**src/rtl/core/iht_pkg.sv**
```systemverilog
package iht_pkg;

   // Fixed widths of the fragment and result fields.
   localparam int LEN_W        = 16;
   localparam int OFFSET_W     = 13;
   localparam int AGE_W        = 32;
   localparam int STATUS_W     = 3;
   localparam int HOLES_W      = 5;
   localparam int CSR_INDEX_W  = 1;
   localparam int CSR_DATA_W   = 32;

   // Default size of the hole table and the fixed IPv4 header size.
   localparam int MAX_HOLES_DEFAULT = 16;
   localparam int HEADER_BYTES      = 20;

   // The hole count is reported saturated to the width of holes_left.
   localparam int HOLES_SAT = 31;

   // Register reset values.
   localparam logic [LEN_W-1:0] MAX_PACKET_LENGTH_RESET = 16'hFFFF;
   localparam logic [AGE_W-1:0] LIFETIME_TICKS_RESET    = 32'd60;

   // Register indexes on the configuration port.
   localparam logic [CSR_INDEX_W-1:0] CSR_MAX_PACKET_LENGTH = 1'b0;
   localparam logic [CSR_INDEX_W-1:0] CSR_LIFETIME_TICKS    = 1'b1;

   // Command codes of an item.
   localparam logic CMD_FRAGMENT = 1'b0;
   localparam logic CMD_TICK     = 1'b1;

   typedef enum logic [STATUS_W-1:0] {
      STATUS_STORED       = 3'd0,
      STATUS_COMPLETE     = 3'd1,
      STATUS_BAD_MULTIPLE = 3'd2,
      STATUS_TOO_BIG      = 3'd3,
      STATUS_MALFORMED    = 3'd4,
      STATUS_OVERFLOW     = 3'd5,
      STATUS_EXPIRED      = 3'd6,
      STATUS_TICK_IDLE    = 3'd7
   } status_type;

endpackage

```
**src/rtl/core/iht_if.sv**
```systemverilog
interface iht_req_if;
   logic                                valid;
   logic                                ready;
   logic                                command;
   logic [iht_pkg::OFFSET_W-1:0]        fragment_offset;
   logic [iht_pkg::LEN_W-1:0]           total_length;
   logic                                more_frags;

   modport source (output valid, output command, output fragment_offset,
                   output total_length, output more_frags, input ready);
   modport sink   (input valid, input command, input fragment_offset,
                   input total_length, input more_frags, output ready);
endinterface

interface iht_rsp_if;
   logic                                valid;
   logic                                ready;
   iht_pkg::status_type                 status;
   logic [iht_pkg::LEN_W-1:0]           reassembled_length;
   logic [iht_pkg::HOLES_W-1:0]         holes_left;

   modport source (output valid, output status, output reassembled_length,
                   output holes_left, input ready);
   modport sink   (input valid, input status, input reassembled_length,
                   input holes_left, output ready);
endinterface

```
**src/rtl/core/iht_ram.sv**
```systemverilog
module iht_ram #(
   parameter int WIDTH = 32,
   parameter int DEPTH = 16
) (
   input  logic                     clock,
   input  logic                     we,
   input  logic [$clog2(DEPTH)-1:0] waddr,
   input  logic [WIDTH-1:0]         wdata,
   input  logic                     re,
   input  logic [$clog2(DEPTH)-1:0] raddr,
   output logic [WIDTH-1:0]         rdata
);

   logic [WIDTH-1:0] mem_ff [DEPTH];
   logic [WIDTH-1:0] rdata_ff;

   always_ff @(posedge clock) begin
      if (we) begin
         mem_ff[waddr] <= wdata;
      end
      if (re) begin
         rdata_ff <= mem_ff[raddr];
      end
   end

   assign rdata = rdata_ff;

endmodule

```
**src/rtl/core/iht_slot_find.sv**
```systemverilog
module iht_slot_find #(
   parameter int N = 16
) (
   input  logic [N-1:0]         used,
   output logic                 found,
   output logic [$clog2(N)-1:0] index
);

   localparam int IDX_W = $clog2(N);

   logic [N-1:0] free_vec;
   logic [N-1:0] lowest;

   // The lowest free entry is isolated with one two's complement add.
   assign free_vec = ~used;
   assign lowest   = free_vec & (~free_vec + N'(1));
   assign found    = |free_vec;

   always_comb begin
      index = '0;
      for (int k = 0; k < N; k++) begin
         if (lowest[k]) begin
            index = index | IDX_W'(k);
         end
      end
   end

endmodule

```
**src/rtl/core/ip_fragment_hole_tracker.sv**
```systemverilog
// A tick passes through the check and report states; a fragment is checked,
// walks every hole table entry in the read state, evaluates each stored hole,
// takes a split state for each hole that is split, then finishes and reports.
// Throughput: one item at a time; the hole walk over the hole RAM, which has one
// read and one write port, sets the rate. A finished result waits in the output register.
// Reset (synchronous, active high) closes the context and restores the registers.
module ip_fragment_hole_tracker #(
   parameter int MAX_HOLES = iht_pkg::MAX_HOLES_DEFAULT
) (
   input  logic                                  clock,
   input  logic                                  reset,
   iht_req_if.sink                               req_chan,
   iht_rsp_if.source                             rsp_chan,
   input  logic                                  csr_wr_en,
   input  logic [iht_pkg::CSR_INDEX_W-1:0]       csr_index,
   input  logic [iht_pkg::CSR_DATA_W-1:0]        csr_wdata
);

   localparam int IDX_W = $clog2(MAX_HOLES);
   localparam int CNT_W = $clog2(MAX_HOLES + 1);
   localparam int LEN_W = iht_pkg::LEN_W;
   localparam int AGE_W = iht_pkg::AGE_W;
   localparam logic [IDX_W-1:0] LAST_IDX = IDX_W'(MAX_HOLES - 1);

   // The controller walks the hole table one entry at a time. Each stored hole is
   // read from the hole RAM, compared against the fragment's byte range, and
   // then cut down in place to its part left of the fragment, or dropped, and, if
   // needed, split: the right part goes to the lowest free slot in a state of its own.
   typedef enum logic [6:0] {
      S_IDLE   = 7'b0000001,
      S_CHECK  = 7'b0000010,
      S_READ   = 7'b0000100,
      S_EVAL   = 7'b0001000,
      S_SPLIT  = 7'b0010000,
      S_FINISH = 7'b0100000,
      S_REPORT = 7'b1000000
   } state_type;

   state_type state_ff, state_in;

   // Latched item.
   logic             cmd_ff, cmd_in;
   logic [LEN_W-1:0] first_ff, first_in;
   logic [LEN_W-1:0] tlen_ff, tlen_in;
   logic             more_ff, more_in;
   logic [LEN_W-1:0] last_ff, last_in;
   logic [LEN_W-1:0] hend_ff, hend_in;

   // Configuration registers.
   logic [LEN_W-1:0] max_len_ff, max_len_in;
   logic [AGE_W-1:0] life_ff, life_in;

   // Context state.
   logic                 active_ff, active_in;
   logic [AGE_W-1:0]     age_ff, age_in;
   logic [LEN_W-1:0]     final_ff, final_in;
   logic [MAX_HOLES-1:0] valid_ff, valid_in;
   logic [CNT_W-1:0]     count_ff, count_in;
   logic [IDX_W-1:0]     idx_ff, idx_in;

   // Pending and presented result.
   iht_pkg::status_type          pend_status_ff, pend_status_in;
   logic [LEN_W-1:0]             pend_rlen_ff, pend_rlen_in;
   logic                         rsp_valid_ff, rsp_valid_in;
   iht_pkg::status_type          rsp_status_ff, rsp_status_in;
   logic [LEN_W-1:0]             rsp_rlen_ff, rsp_rlen_in;
   logic [iht_pkg::HOLES_W-1:0]  rsp_holes_ff, rsp_holes_in;

   // Hole RAM: each entry holds {start, end}.
   logic                 ram_we;
   logic [IDX_W-1:0]     ram_waddr;
   logic [2*LEN_W-1:0]   ram_wdata;
   logic                 ram_re;
   logic [2*LEN_W-1:0]   ram_rdata;

   logic                 slot_found;
   logic [IDX_W-1:0]     slot_idx;

   // Datapath terms of the checks and of the hole compare.
   logic [LEN_W:0]       cur_len;
   logic [LEN_W-1:0]     payload_len;
   logic                 malformed;
   logic                 bad_multiple;
   logic                 too_big;
   logic [AGE_W-1:0]     age_next;
   logic [LEN_W-1:0]     hole_lo;
   logic [LEN_W-1:0]     hole_hi;
   logic                 overlap;
   logic                 keep_left;
   logic                 keep_right;
   logic [iht_pkg::HOLES_W-1:0] holes_sat;

   iht_ram #(
      .WIDTH (2 * LEN_W),
      .DEPTH (MAX_HOLES)
   ) u_hole_ram (
      .clock (clock),
      .we    (ram_we),
      .waddr (ram_waddr),
      .wdata (ram_wdata),
      .re    (ram_re),
      .raddr (idx_ff),
      .rdata (ram_rdata)
   );

   iht_slot_find #(
      .N (MAX_HOLES)
   ) u_slot_find (
      .used  (valid_ff),
      .found (slot_found),
      .index (slot_idx)
   );

   // The last byte plus one plus the header equals offset plus total length.
   assign cur_len      = {1'b0, first_ff} + {1'b0, tlen_ff};
   assign payload_len  = tlen_ff - LEN_W'(iht_pkg::HEADER_BYTES);
   assign malformed    = (tlen_ff <= LEN_W'(iht_pkg::HEADER_BYTES));
   assign bad_multiple = more_ff && (payload_len[2:0] != 3'd0);
   assign too_big      = (cur_len > {1'b0, max_len_ff});
   assign age_next     = (age_ff == '1) ? age_ff : age_ff + AGE_W'(1);

   assign hole_lo    = ram_rdata[2*LEN_W-1:LEN_W];
   assign hole_hi    = ram_rdata[LEN_W-1:0];
   assign overlap    = !((first_ff > hole_hi) || (last_ff < hole_lo));
   assign keep_left  = (first_ff > hole_lo);
   assign keep_right = (last_ff < hole_hi) && more_ff;

   always_comb begin
      if (!active_ff) begin
         holes_sat = '0;
      end else if (32'(count_ff) > 32'(iht_pkg::HOLES_SAT)) begin
         holes_sat = iht_pkg::HOLES_W'(iht_pkg::HOLES_SAT);
      end else begin
         holes_sat = iht_pkg::HOLES_W'(count_ff);
      end
   end

   always_comb begin
      state_in       = state_ff;
      cmd_in         = cmd_ff;
      first_in       = first_ff;
      tlen_in        = tlen_ff;
      more_in        = more_ff;
      last_in        = last_ff;
      hend_in        = hend_ff;
      max_len_in     = max_len_ff;
      life_in        = life_ff;
      active_in      = active_ff;
      age_in         = age_ff;
      final_in       = final_ff;
      valid_in       = valid_ff;
      count_in       = count_ff;
      idx_in         = idx_ff;
      pend_status_in = pend_status_ff;
      pend_rlen_in   = pend_rlen_ff;
      rsp_valid_in   = rsp_valid_ff;
      rsp_status_in  = rsp_status_ff;
      rsp_rlen_in    = rsp_rlen_ff;
      rsp_holes_in   = rsp_holes_ff;
      ram_we         = 1'b0;
      ram_waddr      = idx_ff;
      ram_wdata      = {hole_lo, first_ff - LEN_W'(1)};
      ram_re         = 1'b0;

      if (rsp_valid_ff && rsp_chan.ready) begin
         rsp_valid_in = 1'b0;
      end

      // The user must write configuration only while the block is idle; the block itself does not enforce it.
      if (csr_wr_en) begin
         unique case (csr_index)
            iht_pkg::CSR_MAX_PACKET_LENGTH: max_len_in = csr_wdata[LEN_W-1:0];
            iht_pkg::CSR_LIFETIME_TICKS:    life_in    = csr_wdata[AGE_W-1:0];
            default: ;
         endcase
      end

      unique case (state_ff)
         S_IDLE: begin
            if (req_chan.valid) begin
               cmd_in   = req_chan.command;
               first_in = {req_chan.fragment_offset, 3'b000};
               tlen_in  = req_chan.total_length;
               more_in  = req_chan.more_frags;
               state_in = S_CHECK;
            end
         end

         S_CHECK: begin
            pend_rlen_in = '0;
            state_in     = S_REPORT;
            if (cmd_ff == iht_pkg::CMD_TICK) begin
               pend_status_in = iht_pkg::STATUS_TICK_IDLE;
               if (active_ff) begin
                  age_in = age_next;
                  if (age_next >= life_ff) begin
                     active_in      = 1'b0;
                     age_in         = '0;
                     final_in       = '0;
                     valid_in       = '0;
                     count_in       = '0;
                     pend_status_in = iht_pkg::STATUS_EXPIRED;
                  end
               end
            end else if (malformed || bad_multiple || too_big) begin
               // A rejected fragment drops the context, also a fresh one.
               active_in = 1'b0;
               age_in    = '0;
               final_in  = '0;
               valid_in  = '0;
               count_in  = '0;
               if (malformed) begin
                  pend_status_in = iht_pkg::STATUS_MALFORMED;
               end else if (bad_multiple) begin
                  pend_status_in = iht_pkg::STATUS_BAD_MULTIPLE;
               end else begin
                  pend_status_in = iht_pkg::STATUS_TOO_BIG;
               end
            end else begin
               last_in  = LEN_W'(cur_len - (LEN_W + 1)'(iht_pkg::HEADER_BYTES + 1));
               idx_in   = '0;
               state_in = S_READ;
               if (!active_ff) begin
                  // Open a context with one hole from byte 0 to the maximum packet length.
                  active_in = 1'b1;
                  age_in    = '0;
                  final_in  = '0;
                  valid_in  = MAX_HOLES'(1);
                  count_in  = CNT_W'(1);
                  ram_we    = 1'b1;
                  ram_waddr = '0;
                  ram_wdata = {{LEN_W{1'b0}}, max_len_ff};
               end
               if (!more_ff) begin
                  final_in = cur_len[LEN_W-1:0];
               end
            end
         end

         S_READ: begin
            if (valid_ff[idx_ff]) begin
               ram_re   = 1'b1;
               state_in = S_EVAL;
            end else if (idx_ff == LAST_IDX) begin
               state_in = S_FINISH;
            end else begin
               idx_in = idx_ff + IDX_W'(1);
            end
         end

         S_EVAL: begin
            hend_in = hole_hi;
            if (overlap) begin
               if (keep_left) begin
                  ram_we = 1'b1;
               end else begin
                  valid_in[idx_ff] = 1'b0;
                  count_in         = count_ff - CNT_W'(1);
               end
            end
            if (overlap && keep_right) begin
               state_in = S_SPLIT;
            end else if (idx_ff == LAST_IDX) begin
               state_in = S_FINISH;
            end else begin
               idx_in   = idx_ff + IDX_W'(1);
               state_in = S_READ;
            end
         end

         S_SPLIT: begin
            if (!slot_found) begin
               active_in      = 1'b0;
               age_in         = '0;
               final_in       = '0;
               valid_in       = '0;
               count_in       = '0;
               pend_status_in = iht_pkg::STATUS_OVERFLOW;
               state_in       = S_REPORT;
            end else begin
               ram_we             = 1'b1;
               ram_waddr          = slot_idx;
               ram_wdata          = {last_ff + LEN_W'(1), hend_ff};
               valid_in[slot_idx] = 1'b1;
               count_in           = count_ff + CNT_W'(1);
               if (idx_ff == LAST_IDX) begin
                  state_in = S_FINISH;
               end else begin
                  idx_in   = idx_ff + IDX_W'(1);
                  state_in = S_READ;
               end
            end
         end

         S_FINISH: begin
            state_in = S_REPORT;
            if (count_ff == '0) begin
               pend_status_in = iht_pkg::STATUS_COMPLETE;
               pend_rlen_in   = final_ff;
               active_in      = 1'b0;
               age_in         = '0;
               final_in       = '0;
               valid_in       = '0;
            end else begin
               pend_status_in = iht_pkg::STATUS_STORED;
            end
         end

         S_REPORT: begin
            // Wait here only while the previous result is still not taken.
            if (!rsp_valid_ff || rsp_chan.ready) begin
               rsp_valid_in  = 1'b1;
               rsp_status_in = pend_status_ff;
               rsp_rlen_in   = pend_rlen_ff;
               rsp_holes_in  = holes_sat;
               state_in      = S_IDLE;
            end
         end

         default: begin
            state_in = S_IDLE;
         end
      endcase
   end

   always_ff @(posedge clock) begin
      if (reset) begin
         state_ff     <= S_IDLE;
         max_len_ff   <= iht_pkg::MAX_PACKET_LENGTH_RESET;
         life_ff      <= iht_pkg::LIFETIME_TICKS_RESET;
         active_ff    <= 1'b0;
         age_ff       <= '0;
         final_ff     <= '0;
         valid_ff     <= '0;
         count_ff     <= '0;
         idx_ff       <= '0;
         rsp_valid_ff <= 1'b0;
      end else begin
         state_ff     <= state_in;
         max_len_ff   <= max_len_in;
         life_ff      <= life_in;
         active_ff    <= active_in;
         age_ff       <= age_in;
         final_ff     <= final_in;
         valid_ff     <= valid_in;
         count_ff     <= count_in;
         idx_ff       <= idx_in;
         rsp_valid_ff <= rsp_valid_in;
      end
      cmd_ff         <= cmd_in;
      first_ff       <= first_in;
      tlen_ff        <= tlen_in;
      more_ff        <= more_in;
      last_ff        <= last_in;
      hend_ff        <= hend_in;
      pend_status_ff <= pend_status_in;
      pend_rlen_ff   <= pend_rlen_in;
      rsp_status_ff  <= rsp_status_in;
      rsp_rlen_ff    <= rsp_rlen_in;
      rsp_holes_ff   <= rsp_holes_in;
   end

   // An item is taken only in the idle state.
   assign req_chan.ready              = (state_ff == S_IDLE);
   assign rsp_chan.valid              = rsp_valid_ff;
   assign rsp_chan.status             = rsp_status_ff;
   assign rsp_chan.reassembled_length = rsp_rlen_ff;
   assign rsp_chan.holes_left         = rsp_holes_ff;

endmodule

```
**src/flat_wrapper.sv**
```systemverilog
// flat-port wrapper written by rule: the top's interface ports become plain ports
module ip_fragment_hole_tracker_flat 
#(
   parameter int MAX_HOLES = iht_pkg::MAX_HOLES_DEFAULT
)
  (clock, reset, csr_wr_en, csr_index, csr_wdata, req_chan_valid, req_chan_command, req_chan_fragment_offset, req_chan_total_length, req_chan_more_frags, req_chan_ready, rsp_chan_valid, rsp_chan_status, rsp_chan_reassembled_length, rsp_chan_holes_left, rsp_chan_ready);
  iht_req_if req_chan_i ();
  iht_rsp_if rsp_chan_i ();
  input  logic clock;
  input  logic reset;
  input  logic csr_wr_en;
  input  logic [iht_pkg::CSR_INDEX_W-1:0] csr_index;
  input  logic [iht_pkg::CSR_DATA_W-1:0] csr_wdata;
  input wire logic [$bits(req_chan_i.valid)-1:0] req_chan_valid;
  input wire logic [$bits(req_chan_i.command)-1:0] req_chan_command;
  input wire logic [$bits(req_chan_i.fragment_offset)-1:0] req_chan_fragment_offset;
  input wire logic [$bits(req_chan_i.total_length)-1:0] req_chan_total_length;
  input wire logic [$bits(req_chan_i.more_frags)-1:0] req_chan_more_frags;
  output wire logic [$bits(req_chan_i.ready)-1:0] req_chan_ready;
  output wire logic [$bits(rsp_chan_i.valid)-1:0] rsp_chan_valid;
  output wire logic [$bits(rsp_chan_i.status)-1:0] rsp_chan_status;
  output wire logic [$bits(rsp_chan_i.reassembled_length)-1:0] rsp_chan_reassembled_length;
  output wire logic [$bits(rsp_chan_i.holes_left)-1:0] rsp_chan_holes_left;
  input wire logic [$bits(rsp_chan_i.ready)-1:0] rsp_chan_ready;
  assign req_chan_i.valid = req_chan_valid;
  assign req_chan_i.command = req_chan_command;
  assign req_chan_i.fragment_offset = req_chan_fragment_offset;
  assign req_chan_i.total_length = req_chan_total_length;
  assign req_chan_i.more_frags = req_chan_more_frags;
  assign req_chan_ready = req_chan_i.ready;
  assign rsp_chan_valid = rsp_chan_i.valid;
  assign rsp_chan_status = rsp_chan_i.status;
  assign rsp_chan_reassembled_length = rsp_chan_i.reassembled_length;
  assign rsp_chan_holes_left = rsp_chan_i.holes_left;
  assign rsp_chan_i.ready = rsp_chan_ready;
  ip_fragment_hole_tracker #(.MAX_HOLES(MAX_HOLES)) u_core (.clock(clock), .reset(reset), .req_chan(req_chan_i), .rsp_chan(rsp_chan_i), .csr_wr_en(csr_wr_en), .csr_index(csr_index), .csr_wdata(csr_wdata));
endmodule
```
**config.mk**
```make
export PLATFORM = sky130hd
export DESIGN_NAME = ip_fragment_hole_tracker_flat
export DESIGN_NICKNAME = d
export VERILOG_FILES = /design/src/rtl/core/iht_pkg.sv /design/src/rtl/core/iht_if.sv /design/src/rtl/core/iht_ram.sv /design/src/rtl/core/iht_slot_find.sv /design/src/rtl/core/ip_fragment_hole_tracker.sv /design/src/flat_wrapper.sv
export SDC_FILE = /design/constraint.sdc
export NUM_CORES = 1
export LEC_CHECK = 0
export ABC_AREA = 0
export BUFFER_PORTS_ARGS = -buffer_cell sky130_fd_sc_hd__buf_4
export CAP_MARGIN = 20
export CORE_MARGIN = 2
export CORE_UTILIZATION = 55
export DETAILED_ROUTE_END_ITERATION = 10
export PLACE_DENSITY = 0.82
export SYNTH_ARGS = -nofsm -noshare
export SYNTH_HDL_FRONTEND = slang
export SYNTH_SLANG_ARGS = --single-unit
```
**constraint.sdc**
```tcl
create_clock -name clock -period 14.3 [get_ports clock]
set_input_delay 0.715 -clock clock [delete_from_list [all_inputs] [get_ports clock]]
set_output_delay 0.715 -clock clock [all_outputs]
set_load 0.005 [all_outputs]
```
# Word-level counts from Yosys, hierarchy flattened
# Memories as Yosys holds them, arrays and structs flattened. A register that Yosys moved wholly into a read port is not among the register bits.
# Index checks and enable logic that the tools add are counted.
[word_totals]
output_inout_bits = 26
word_cells = 226
inputBits = 69
ram_bits = 512
register_bits = 236
memories = 1
[mem_list]
columns = ["name", "words", "width", "rd", "rd_clocked_by_memory_dff", "wr", "line_no", "rtl"]
rows = [
  ["u_core.u_hole_ram.mem_ff", 16, 32, 1, 1, 1, "iht_ram.sv:14", "logic [WIDTH-1:0] mem_ff [DEPTH];"],
]
[op_classes]
add_sub_neg = 10
bitwise_logic = 9
n_lt_le_gt_ge = 11
n_reduce_logical = 34
muxes = 114
eq_ne = 26
[op_table]
columns = ["op", "n"]
rows = [
  ["32-bit 2-to-1 mux", 12],
  ["16-bit 2-to-1 mux", 15],
  ["32-bit one-hot mux with 3 select lines", 1],
  ["4-bit 2-to-1 mux", 18],
  ["16-bit one-hot mux with 4 select lines", 1],
  ["32-bit one-hot mux with 2 select lines", 1],
  ["7-bit 2-to-1 mux", 8],
  ["7-bit one-hot mux with 7 select lines", 1],
  ["16-bit inverter", 3],
  ["16-bit one-hot mux with 3 select lines", 1],
  ["5-bit 2-to-1 mux", 8],
  ["16-bit by 1-bit adder with 16-bit output, second input constant", 2],
  ["32-bit by 1-bit adder with 32-bit output, second input constant", 1],
  ["16-bit bitwise AND", 2],
  ["32-bit == test, second input constant", 1],
  ["32-bit >= comparator", 1],
  ["16-bit > comparator", 2],
  ["16-bit less-than comparator", 2],
  ["16-bit one-hot mux with 2 select lines", 1],
  ["3-bit 2-to-1 mux", 9],
  ["1-bit 2-to-1 mux", 26],
  ["6-bit AND reduction", 3],
  ["16-bit by 16-bit adder with 17-bit output", 1],
  ["17-bit by 16-bit > comparator with 1-bit output", 1],
  ["other kinds (46)", 83],
]

# Logic depth before layout (Yosys ltp)
# Gate-level depths: netlist (run 1).
[depth]
ltp_word = 26
ltp_mapped = 19
ltp_nobuf = 17

# Hierarchy
# Synthesis (run 1) repeated with hierarchy kept, for this count alone.
[hier_totals]
cells_unflattened = 2463
hier_area_um2 = 34860.9
[by_module_without_submodules]
columns = ["mod", "seq_area_each_um2", "n_inst", "area_per_inst_um2", "cells_each"]
rows = [
  ["iht_ram", 16335.7, 1, 20155.6, 838],
  ["ip_fragment_hole_tracker", 5785.5, 1, 14520.2, 1591],
  ["iht_slot_find", 0.0, 1, 185.2, 34],
]

# Worst setup path before layout (run 1)
# OpenSTA, ideal clock, no wires.
[synth_path]
path_kind = "reg2reg"
from = "register u_core.first_ff[4]"
to = "memory u_core.u_hole_ram.mem_ff[14][0] (enable)"
slack_ps = 7893
path_stages_with_launch = 17
setup_ps = 425
n_path_buf = 0
arrival_time_ps = 5982
required_ps = 13875
synth_period_minus_slack_ps = 6407
path_cell_list = "edfxtp_1 > ha_1 > a211oi_1 > o21bai_1 > a2111oi_2 > o311ai_0 > a21oi_1 > xnor2_1 > ha_1 > a21o_1 > a21oi_1 > or3b_1 > o31a_1 > nor3_2 > o211ai_1 > or3_1 > nor2b_1"
[synth_via]
elab_chain_len = 8
word_cells_on_any_way = 16
classes_between = "1 x add/sub; 3 x order compare; 10 x mux; 2 x reduce/logical"
[synth_lines]
columns = ["item", "line_no", "rtl"]
rows = [
  ["start: declaration", "ip_fragment_hole_tracker.sv:43", "logic [LEN_W-1:0] first_ff, first_in;"],
  ["start signal: assignment", "ip_fragment_hole_tracker.sv:351", "first_ff <= first_in;"],
  ["16-bit by 16-bit adder with 17-bit output", "ip_fragment_hole_tracker.sv:115", "assign cur_len = {1'b0, first_ff} + {1'b0, tlen_ff};"],
  ["17-bit by 16-bit > comparator with 1-bit output", "ip_fragment_hole_tracker.sv:119", "assign too_big = (cur_len > {1'b0, max_len_ff});"],
  ["1-bit logical OR", "ip_fragment_hole_tracker.sv:205", "end else if (malformed || bad_multiple || too_big) begin"],
  ["1-bit 2-to-1 mux", "ip_fragment_hole_tracker.sv:205", ""],
  ["1-bit 2-to-1 mux", "ip_fragment_hole_tracker.sv:192", "if (cmd_ff == iht_pkg::CMD_TICK) begin"],
  ["1-bit one-hot mux with 3 select lines", "ip_fragment_hole_tracker.sv:178", "unique case (state_ff)"],
  ["1-bit 2-to-1 mux", "iht_ram.sv:18", "if (we) begin"],
  ["1-bit 2-to-1 mux (not written as such)", "iht_ram.sv:19", "mem_ff[waddr] <= wdata;"],
  ["end: declaration", "iht_ram.sv:14", ""],
]
# Parallel ways exist; a longest one is shown, timed or not.

# Worst setup path in the final report (run 1)
[layout_path]
from = "register u_core.first_ff[3]"
to = "memory u_core.u_hole_ram.mem_ff[7][28] (enable)"
# Same word-level chain as after synthesis.

==> flow_summary.json, run 1 <==
{
  "r2r_setup_slack_ps": 7120,
  "fin_ws_ps": 7120,
  "power_density_nw_per_um2": 125,
  "min_path_cells": 1,
  "clk_pin_slew_ps": 60,
  "max-clock-path-buffers": 3,
  "multi_input_area_um2": 11800,
  "max_slew.worst_pin.slew_ps": 1130,
  "routed_wl_um": 92300,
  "postRouteAntennaNets": 0,
  "worst_setup_path_end_kind": "register",
  "peakVddDrop_uv": 105,
  "nFillCells": 4270,
  "nets": 2705,
  "leakage_nw": 13.4,
  "critPathLaunchType": "register",
  "r2r-start": "u_core.first_ff[3]$_DFFE_PP_",
  "numCtsBuffers": 81,
  "grt_pass1_vias": 21900,
  "drive_gt1_share_pct": 18.9,
  "dieArea_um2": 65000,
  "path_class": "reg -> reg",
  "n_antenna_cell": 0,
  "holdBufCountCts": 0,
  "syn-cell-area_um2": 34600,
  "first_iter_violations": 2749,
  "ys_seq_elements": 780,
  "whs_ps": 236,
  "setup_viol": 0,
  "fin_skew_ps": 61.3,
  "wire_per_inst_um": 27.1,
  "grt_pass1_wl_um": 138000,
  "dpl.hpwl_um": 58700,
  "synth.yosys.seq_area_share_pct": 63.9,
  "finalCritPeriodShare_pct": 50.2,
  "via_per_inst": 6.50,
  "slew_violations": 0,
  "yosys.cell_types.count": 78,
  "max_freq_ghz": 0.139,
  "status": "complete, no violations",
  "hold_start": "req_chan_more_frags",
  "whs_endpoint": "u_core.more_ff$_DFFE_PP_",
  "grt-ovfl-total": 0,
  "seqCellArea_um2": 22100,
  "synth_async_sr_flop_share_pct": 0,
  "antenna_found_initial": 1,
  "ys.flop_type": "edfxtp_1",
  "slew_headroom_pct": 24.6,
  "ys_warn_count": 0,
  "final_util_pct": 63.5,
  "grt_max_degree": 77,
  "crit_fanout": 32,
  "finalPower_w": 0.00493,
  "postSynthCellCount": 2380,
  "r2r_end": "u_core.u_hole_ram.mem_ff[7][28]$_DFFE_PP_",
  "rsz0062_at_grt": "no",
  "io_buffers": 94,
  "rr_worst_depth": 16,
  "min_path_type": "in -> reg",
  "cp.required_ps": 14530,
  "rows": 91,
  "max_cap_viol_count": 0,
  "fp.dieW_um": 255,
  "clock-sinks": 780,
  "setup_tns_ps": 0,
  "num_vias": 22200,
  "cts_resized": 0,
  "post-place-ws_ps": 7370,
  "cts_setup_buffers": 0,
  "cts_max_level": 3,
  "core_area_um2": 61900,
  "synth.avg_cell_area_um2": 14.6,
  "finalHoldViolations": 0,
  "place_congestion": 0.999,
  "synth-edff-count": 650,
  "syn_nets": 2578,
  "clock_latency_ps": 670,
  "cts_root_buf": "clkbuf_16",
  "ios": 95,
  "fin_crit_ps": 7180,
  "syn2layout_area_growth_pct": 13.6,
  "cts_tree": "yes",
  "start_util_pct": 55.9,
  "drc": 0,
  "grt_usage_pct": 28.7,
  "drt-pass1-iter-count": 6,
  "critPathArrivalTime_ps": 7410,
  "die_h_um": 255
}
how the worst max path moves through the flow:
stage,startpoint,to
2_1_floorplan,u_core.first_ff[4]$_DFFE_PP_,u_core.u_hole_ram.mem_ff[14][0]$_DFFE_PP_
3_3_place_gp,u_core.first_ff[3]$_DFFE_PP_,u_core.u_hole_ram.mem_ff[10][30]$_DFFE_PP_
3_5_place_dp,u_core.first_ff[4]$_DFFE_PP_,u_core.u_hole_ram.mem_ff[11][25]$_DFFE_PP_
4_1_cts,u_core.first_ff[3]$_DFFE_PP_,u_core.u_hole_ram.mem_ff[11][12]$_DFFE_PP_
5_1_grt,u_core.first_ff[4]$_DFFE_PP_,u_core.u_hole_ram.mem_ff[7][28]$_DFFE_PP_
6_report,u_core.first_ff[3]$_DFFE_PP_,u_core.u_hole_ram.mem_ff[7][28]$_DFFE_PP_
cell type report:
type | instances | share of cell area (%)
repair buffers | 144 | 2.94
clock buffers | 99 | 5.40
flip-flops and latches | 780 | 56.2
clock inverters | 49 | 1.63
well taps | 837 | 2.66
multi-input cells | 1387 | 30.1
inverters | 113 | 1.08
Yosys cell counts (7+ instances only):
cell type	number	area [µm²]
inv_1	111	417
nand3_1	68	340
o31ai_1	7	52.6
ha_1	128	1600
a22oi_1	20	150
nand2b_1	8	50.1
mux2i_1	9	90.1
and2_1	32	200
nand2_1	199	747
nor4_1	15	93.8
and3_1	19	119
a221o_1	8	80.1
dfxtp_1	130	2600
a211oi_1	19	143
a21oi_1	123	616
nand4_1	28	175
nand3b_1	9	67.6
a311oi_1	9	78.8
o21ai_0	104	521
mux4_2	165	3720
nor3_1	33	165
edfxtp_1	650	19500
o211ai_1	23	173
xnor2_1	46	403
clkbuf_1	75	282
nor2b_1	16	100
xor2_1	31	272
a31oi_1	12	75.1
nor2_1	114	428
buf_1	19	71.3
or3_1	21	131
a21o_1	16	120
o21a_1	8	60.1
power by group:
group	internal [W]	total [W]	switching, W
Clock	0.00124	0.00219	0.000942
Combinational	0.0000872	0.000249	0.000162
Sequential	0.00248	0.00249	0.0000169
through the flow:
stage | instances | instance area [µm²]
after floorplan | 2380 | 34600
after global placement | 3253 | 36400
after detailed placement | 3255 | 36500
after CTS | 3403 | 39200
after global routing | 3409 | 39300
final | 3409 | 39300
metal layers:
metal | GRT usage, % | wire length (µm) | up-vias
met3 | 5.45 | 8890 | 248
met5 | 0 | 13 | -
met2 | 46.7 | 44500 | 1414
met4 | 11.8 | 4170 | 2
li1 | - | - | 9474
met1 | 38.2 | 34700 | 11000
flip-flops by register name, summed over array words and instances, names as in the netlist:
name and cells:
u_core.count_ff 5, u_core.more_ff 1, u_core.pend_rlen_ff 16, u_core.state_ff 7, u_core.rsp_chan.valid 1, u_core.pend_status_ff 3
u_core.final_ff 16, u_core.last_ff 16, u_core.rsp_chan.reassembled_length 16, u_core.rsp_chan.status 3, u_core.first_ff 13, u_core.cmd_ff 1
u_core.life_ff 32, u_core.rsp_chan.holes_left 5, u_core.u_hole_ram.mem_ff 512, u_core.active_ff 1, u_core.age_ff 32, u_core.max_len_ff 16
u_core.valid_ff 16, u_core.tlen_ff 16, u_core.hend_ff 16, u_core.u_hole_ram.rdata 32, u_core.idx_ff 4
layout by cell type, fill, tap and decap left out, types with 23 or more instances in the layout:
master     instances
nand2_1          199
mux4_2           165
inv_1            111
dfxtp_1          127
clkbuf_16         81
a21oi_1          122
and2_1            32
xnor2_1           46
buf_4            136
xor2_1            31
o211ai_1          23
edfxtp_1         650
o21ai_0          104
nor3_1            33
nand4_1           28
nand3_1           68
nor2_1           102
ha_1             128
cell families after synthesis:
| logic type | synth area share [%] |
|---|---|
| xor gates and xnor gates | 1.95 |
| muxes | 11.1 |
| AOI/OAI and AO/OA | 7.41 |
| buffers and inverters | 2.37 |
| DFF | 63.9 |
| and+or+nand+nor | 8.66 |
| adders and majority gates | 4.68 |
worst max-delay path, stage by stage (launching register included):
cell	delay (ps)
edfxtp_1	530
ha_1	300
a211oi_1	300
o21bai_1	160
a2111oi_2	550
o311ai_0	240
a21oi_1	220
xnor2_1	250
ha_1	350
a21o_1	170
a21oi_1	190
or3b_1	400
o31a_1	410
o31ai_2	740
a32oi_1	340
or3_1	670
nor2_4	910
(Power assumes the default switching activity.)
==> run 2: changes to the inputs <==
- ABC_AREA: 0 -> 1
- clock period: 14.3 -> 6.9 ns (I/O delays scaled with it)
==> flow_summary.json, run 2 <==
{
  "io_buffers": 94,
  "min_path_type": "in -> reg",
  "numCtsBuffers": 80,
  "syn_nets": 3870,
  "leakage_nw": 15.7,
  "critPathArrivalTime_ps": 5950,
  "via_per_inst": 6.08,
  "cpPeakStageDelay_ps": 680,
  "ys_warn_count": 0,
  "critPathLaunchType": "register",
  "postSynthCellCount": 3672,
  "ios": 95,
  "max_freq_ghz": 0.178,
  "cts_max_level": 3,
  "cts_resized": 0,
  "synth_top_area_share_pct": 53.5,
  "regMostFlops": "u_core.u_hole_ram.mem_ff",
  "multi_input_area_um2": 12700,
  "seqCellArea_um2": 22100,
  "drive_gt1_share_pct": 8.78,
  "yosys.area_share.simple_pct": 17.0,
  "finalCritPeriodShare_pct": 81.5,
  "setup_tns_ps": 0,
  "cp_slowest_cell": "nor2_4",
  "drt-pass1-iter-count": 6,
  "dieArea_um2": 68400,
  "start_util_pct": 55.5,
  "max-clock-path-buffers": 3,
  "grt_pass1_vias": 26900,
  "fin_skew_ps": 54.3,
  "synth.avg_cell_area_um2": 9.93,
  "placed_area_um2": 38100,
  "wire_per_inst_um": 21.4,
  "peakVddDrop_uv": 243,
  "die_h_um": 261,
  "status": "complete, no violations",
  "final_cell_mix": "650 x edfxtp_1, 596 x nand2_1, 546 x nor2_1, 399 x o21ai_0, 263 x inv_1",
  "synth_compound_area_share_pct": 11.3,
  "holdBufCountCts": 60,
  "n_antenna_cell": 0,
  "post-place-ws_ps": 1440,
  "finalHoldViolations": 0,
  "dpl.hpwl_um": 63800,
  "synth_async_sr_flop_share_pct": 0,
  "power_density_nw_per_um2": 260,
  "ys.flop_type": "edfxtp_1",
  "ys_seq_elements": 780,
  "worst_setup_path_end_kind": "register",
  "syn2layout_area_growth_pct": 14.2,
  "yosys-mux-area-fraction_pct": 0.0275,
  "fp.dieW_um": 261,
  "rsz0062_at_grt": "no",
  "final_common_cell": "edfxtp_1",
  "synth.yosys.seq_area_share_pct": 60.7,
  "cp.required_ps": 7220,
  "clk_pin_slew_ps": 60,
  "clock-sinks": 780,
  "synthAdderAreaFrac_pct": 4.45,
  "slew_headroom_pct": 14.6,
  "fin_ws_ps": 1270,
  "synth-xor-area-share_pct": 1.59,
  "nFillCells": 4860,
  "slew_violations": 0,
  "clock_latency_ps": 670,
  "antenna_found_initial": 0,
  "grt_max_degree": 232,
  "cts_setup_buffers": 0,
  "synth.top_cells.by_count": "650 x edfxtp_1, 596 x nand2_1, 571 x nor2_1",
  "crit_fanout": 20,
  "grt_pass1_wl_um": 152000,
  "first_iter_violations": 4095,
  "largest_reg_flops": 512,
  "num_vias": 28700,
  "synth_area_leaders": "edfxtp_1 54%, dfxtp_1 7.1%, nand2_1 6.1%, nor2_1 5.9%, o21ai_0 5.5%",
  "rows": 94,
  "grt-ovfl-total": 0,
  "synth_most_common_cell": "edfxtp_1",
  "routed_wl_um": 101000,
  "cp_common_cell": "nand2_1",
  "fin_crit_ps": 5630,
  "synth-edff-count": 650,
  "synth_top_family_by_area": "simple AND/OR/NAND/NOR gates",
  "synth_area_leader_cell": "edfxtp_1",
  "path_class": "reg -> reg",
  "max_cap_viol_count": 0,
  "core_area_um2": 65700,
  "cts_root_buf": "clkbuf_16",
  "setup_viol": 0,
  "nets": 3982,
  "cp_cell_sequence": "ha_1 > a21oi_1 > nand2_1 > a21o_1 > nand2_1 > nand2_1 > xnor2_1 > inv_1 > ha_1 > a21oi_1 > o21a_1 > nand2_1 > nand2_1 > nand2_1 > nand2_1 > nand4_1 > nor2_1 > nor2_1 > nor2_1 > nand2_1 > nor2_4 > buf_4",
  "drc": 0,
  "syn-cell-area_um2": 36500,
  "grt_usage_pct": 29.0,
  "max_slew.worst_pin.slew_ps": 1280,
  "place_congestion": 0.954,
  "cts_tree": "yes",
  "stdcell_area_um2": 41600,
  "postRouteAntennaNets": 0,
  "yosys.cell_types.count": 55
}
-- run 2: cell count changes after synthesis, sizes merged, moves of 92 or more --
cell | before | now
nor2 | 114 | 578
inv | 113 | 277
o22ai | 0 | 131
mux4 | 165 | 0
o21ai | 105 | 400
nand2 | 199 | 599
nand3 | 68 | 160
-- run 2: stage by stage --
| step | std cells | hold WS, ps | utilization [%] | total power (W) |
|---|---|---|---|---|
| after global routing | 4713 | 15.1 | 63.3 | 0.0111 |
| after CTS | 4702 | 0.389 | 63.0 | 0.0108 |
| after detailed placement | 4495 | 405 | 57.9 | 0.00638 |
| after floorplan | 3672 | 400 | - | 0.00602 |
| after global placement | 4493 | 404 | 57.8 | 0.00636 |
| final | 4713 | 2.47 | 63.3 | 0.0108 |
-- run 2: worst paths after layout --
| check | start | cells after the start | slack, ps | end |
|---|---|---|---|---|
| worst max-delay path | u_core.first_ff[5]$_DFFE_PP_ | 22 | 1270 | u_core.u_hole_ram.mem_ff[15][5]$_DFFE_PP_ |
| worst max register to register | u_core.first_ff[5]$_DFFE_PP_ | 22 | 1270 | u_core.u_hole_ram.mem_ff[15][5]$_DFFE_PP_ |
| worst min-delay path | csr_wdata[31] | 3 | 2 | u_core.life_ff[31]$_SDFFE_PP0P_ |
| worst min register to register | u_core.pend_rlen_ff[9]$_SDFFCE_PN0P_ | 0 | 380 | u_core.rsp_chan.reassembled_length[9]$_DFFE_PP_ |
-- run 2: critical path, delay by kind of cell (launching register included) --
| family | cells | cell delay (ps) |
|---|---|---|
| AND/OR/NAND/NOR | 13 | 2530 |
| adder cells (fa/ha/maj) | 2 | 700 |
| AO/OA/AOI/OAI | 4 | 710 |
| buffers and inverters | 2 | 470 |
| flip-flops | 1 | 510 |
| XOR/XNOR | 1 | 390 |
-- run 2: layer usage --
layer / share of wire, % / GRT usage, % / vias up
li1: - / - / 13000
met1: 37 / 37.8 / 13400
met2: 47 / 47.0 / 1885
met3: 11 / 5.78 / 315
met4: 4.5 / 13.6 / 0
met5: 0 / 0 / -
-- run 2: report_power, final --
part / switching, W / internal (W) / leakage (nW)
combinational: 0.000737 / 0.000335 / 7.36
clock: 0.00191 / 0.00257 / 1.31
sequential: 0.0000734 / 0.00520 / 6.98
total: 0.00272 / 0.00810 / 15.7
-- run 2: cells by family (layout without fill, tap and decap cells) --
family	count (synthesis)	in the layout
flops	780	780
simple gates	1482	1482
compound gates	747	747
buf+inv	467	644
xor+xnor	66	66
fa+ha+maj	129	129
mux	1	1
-- run 2: final cells by class --
class / instances / area share, %
Tap cell: 864 / 2.60
Inverter: 288 / 2.61
Timing Repair Buffer: 209 / 4.59
Multi-Input combinational cell: 2425 / 30.5
Clock buffer: 95 / 4.99
Clock inverter: 52 / 1.55
Sequential cell: 780 / 53.1
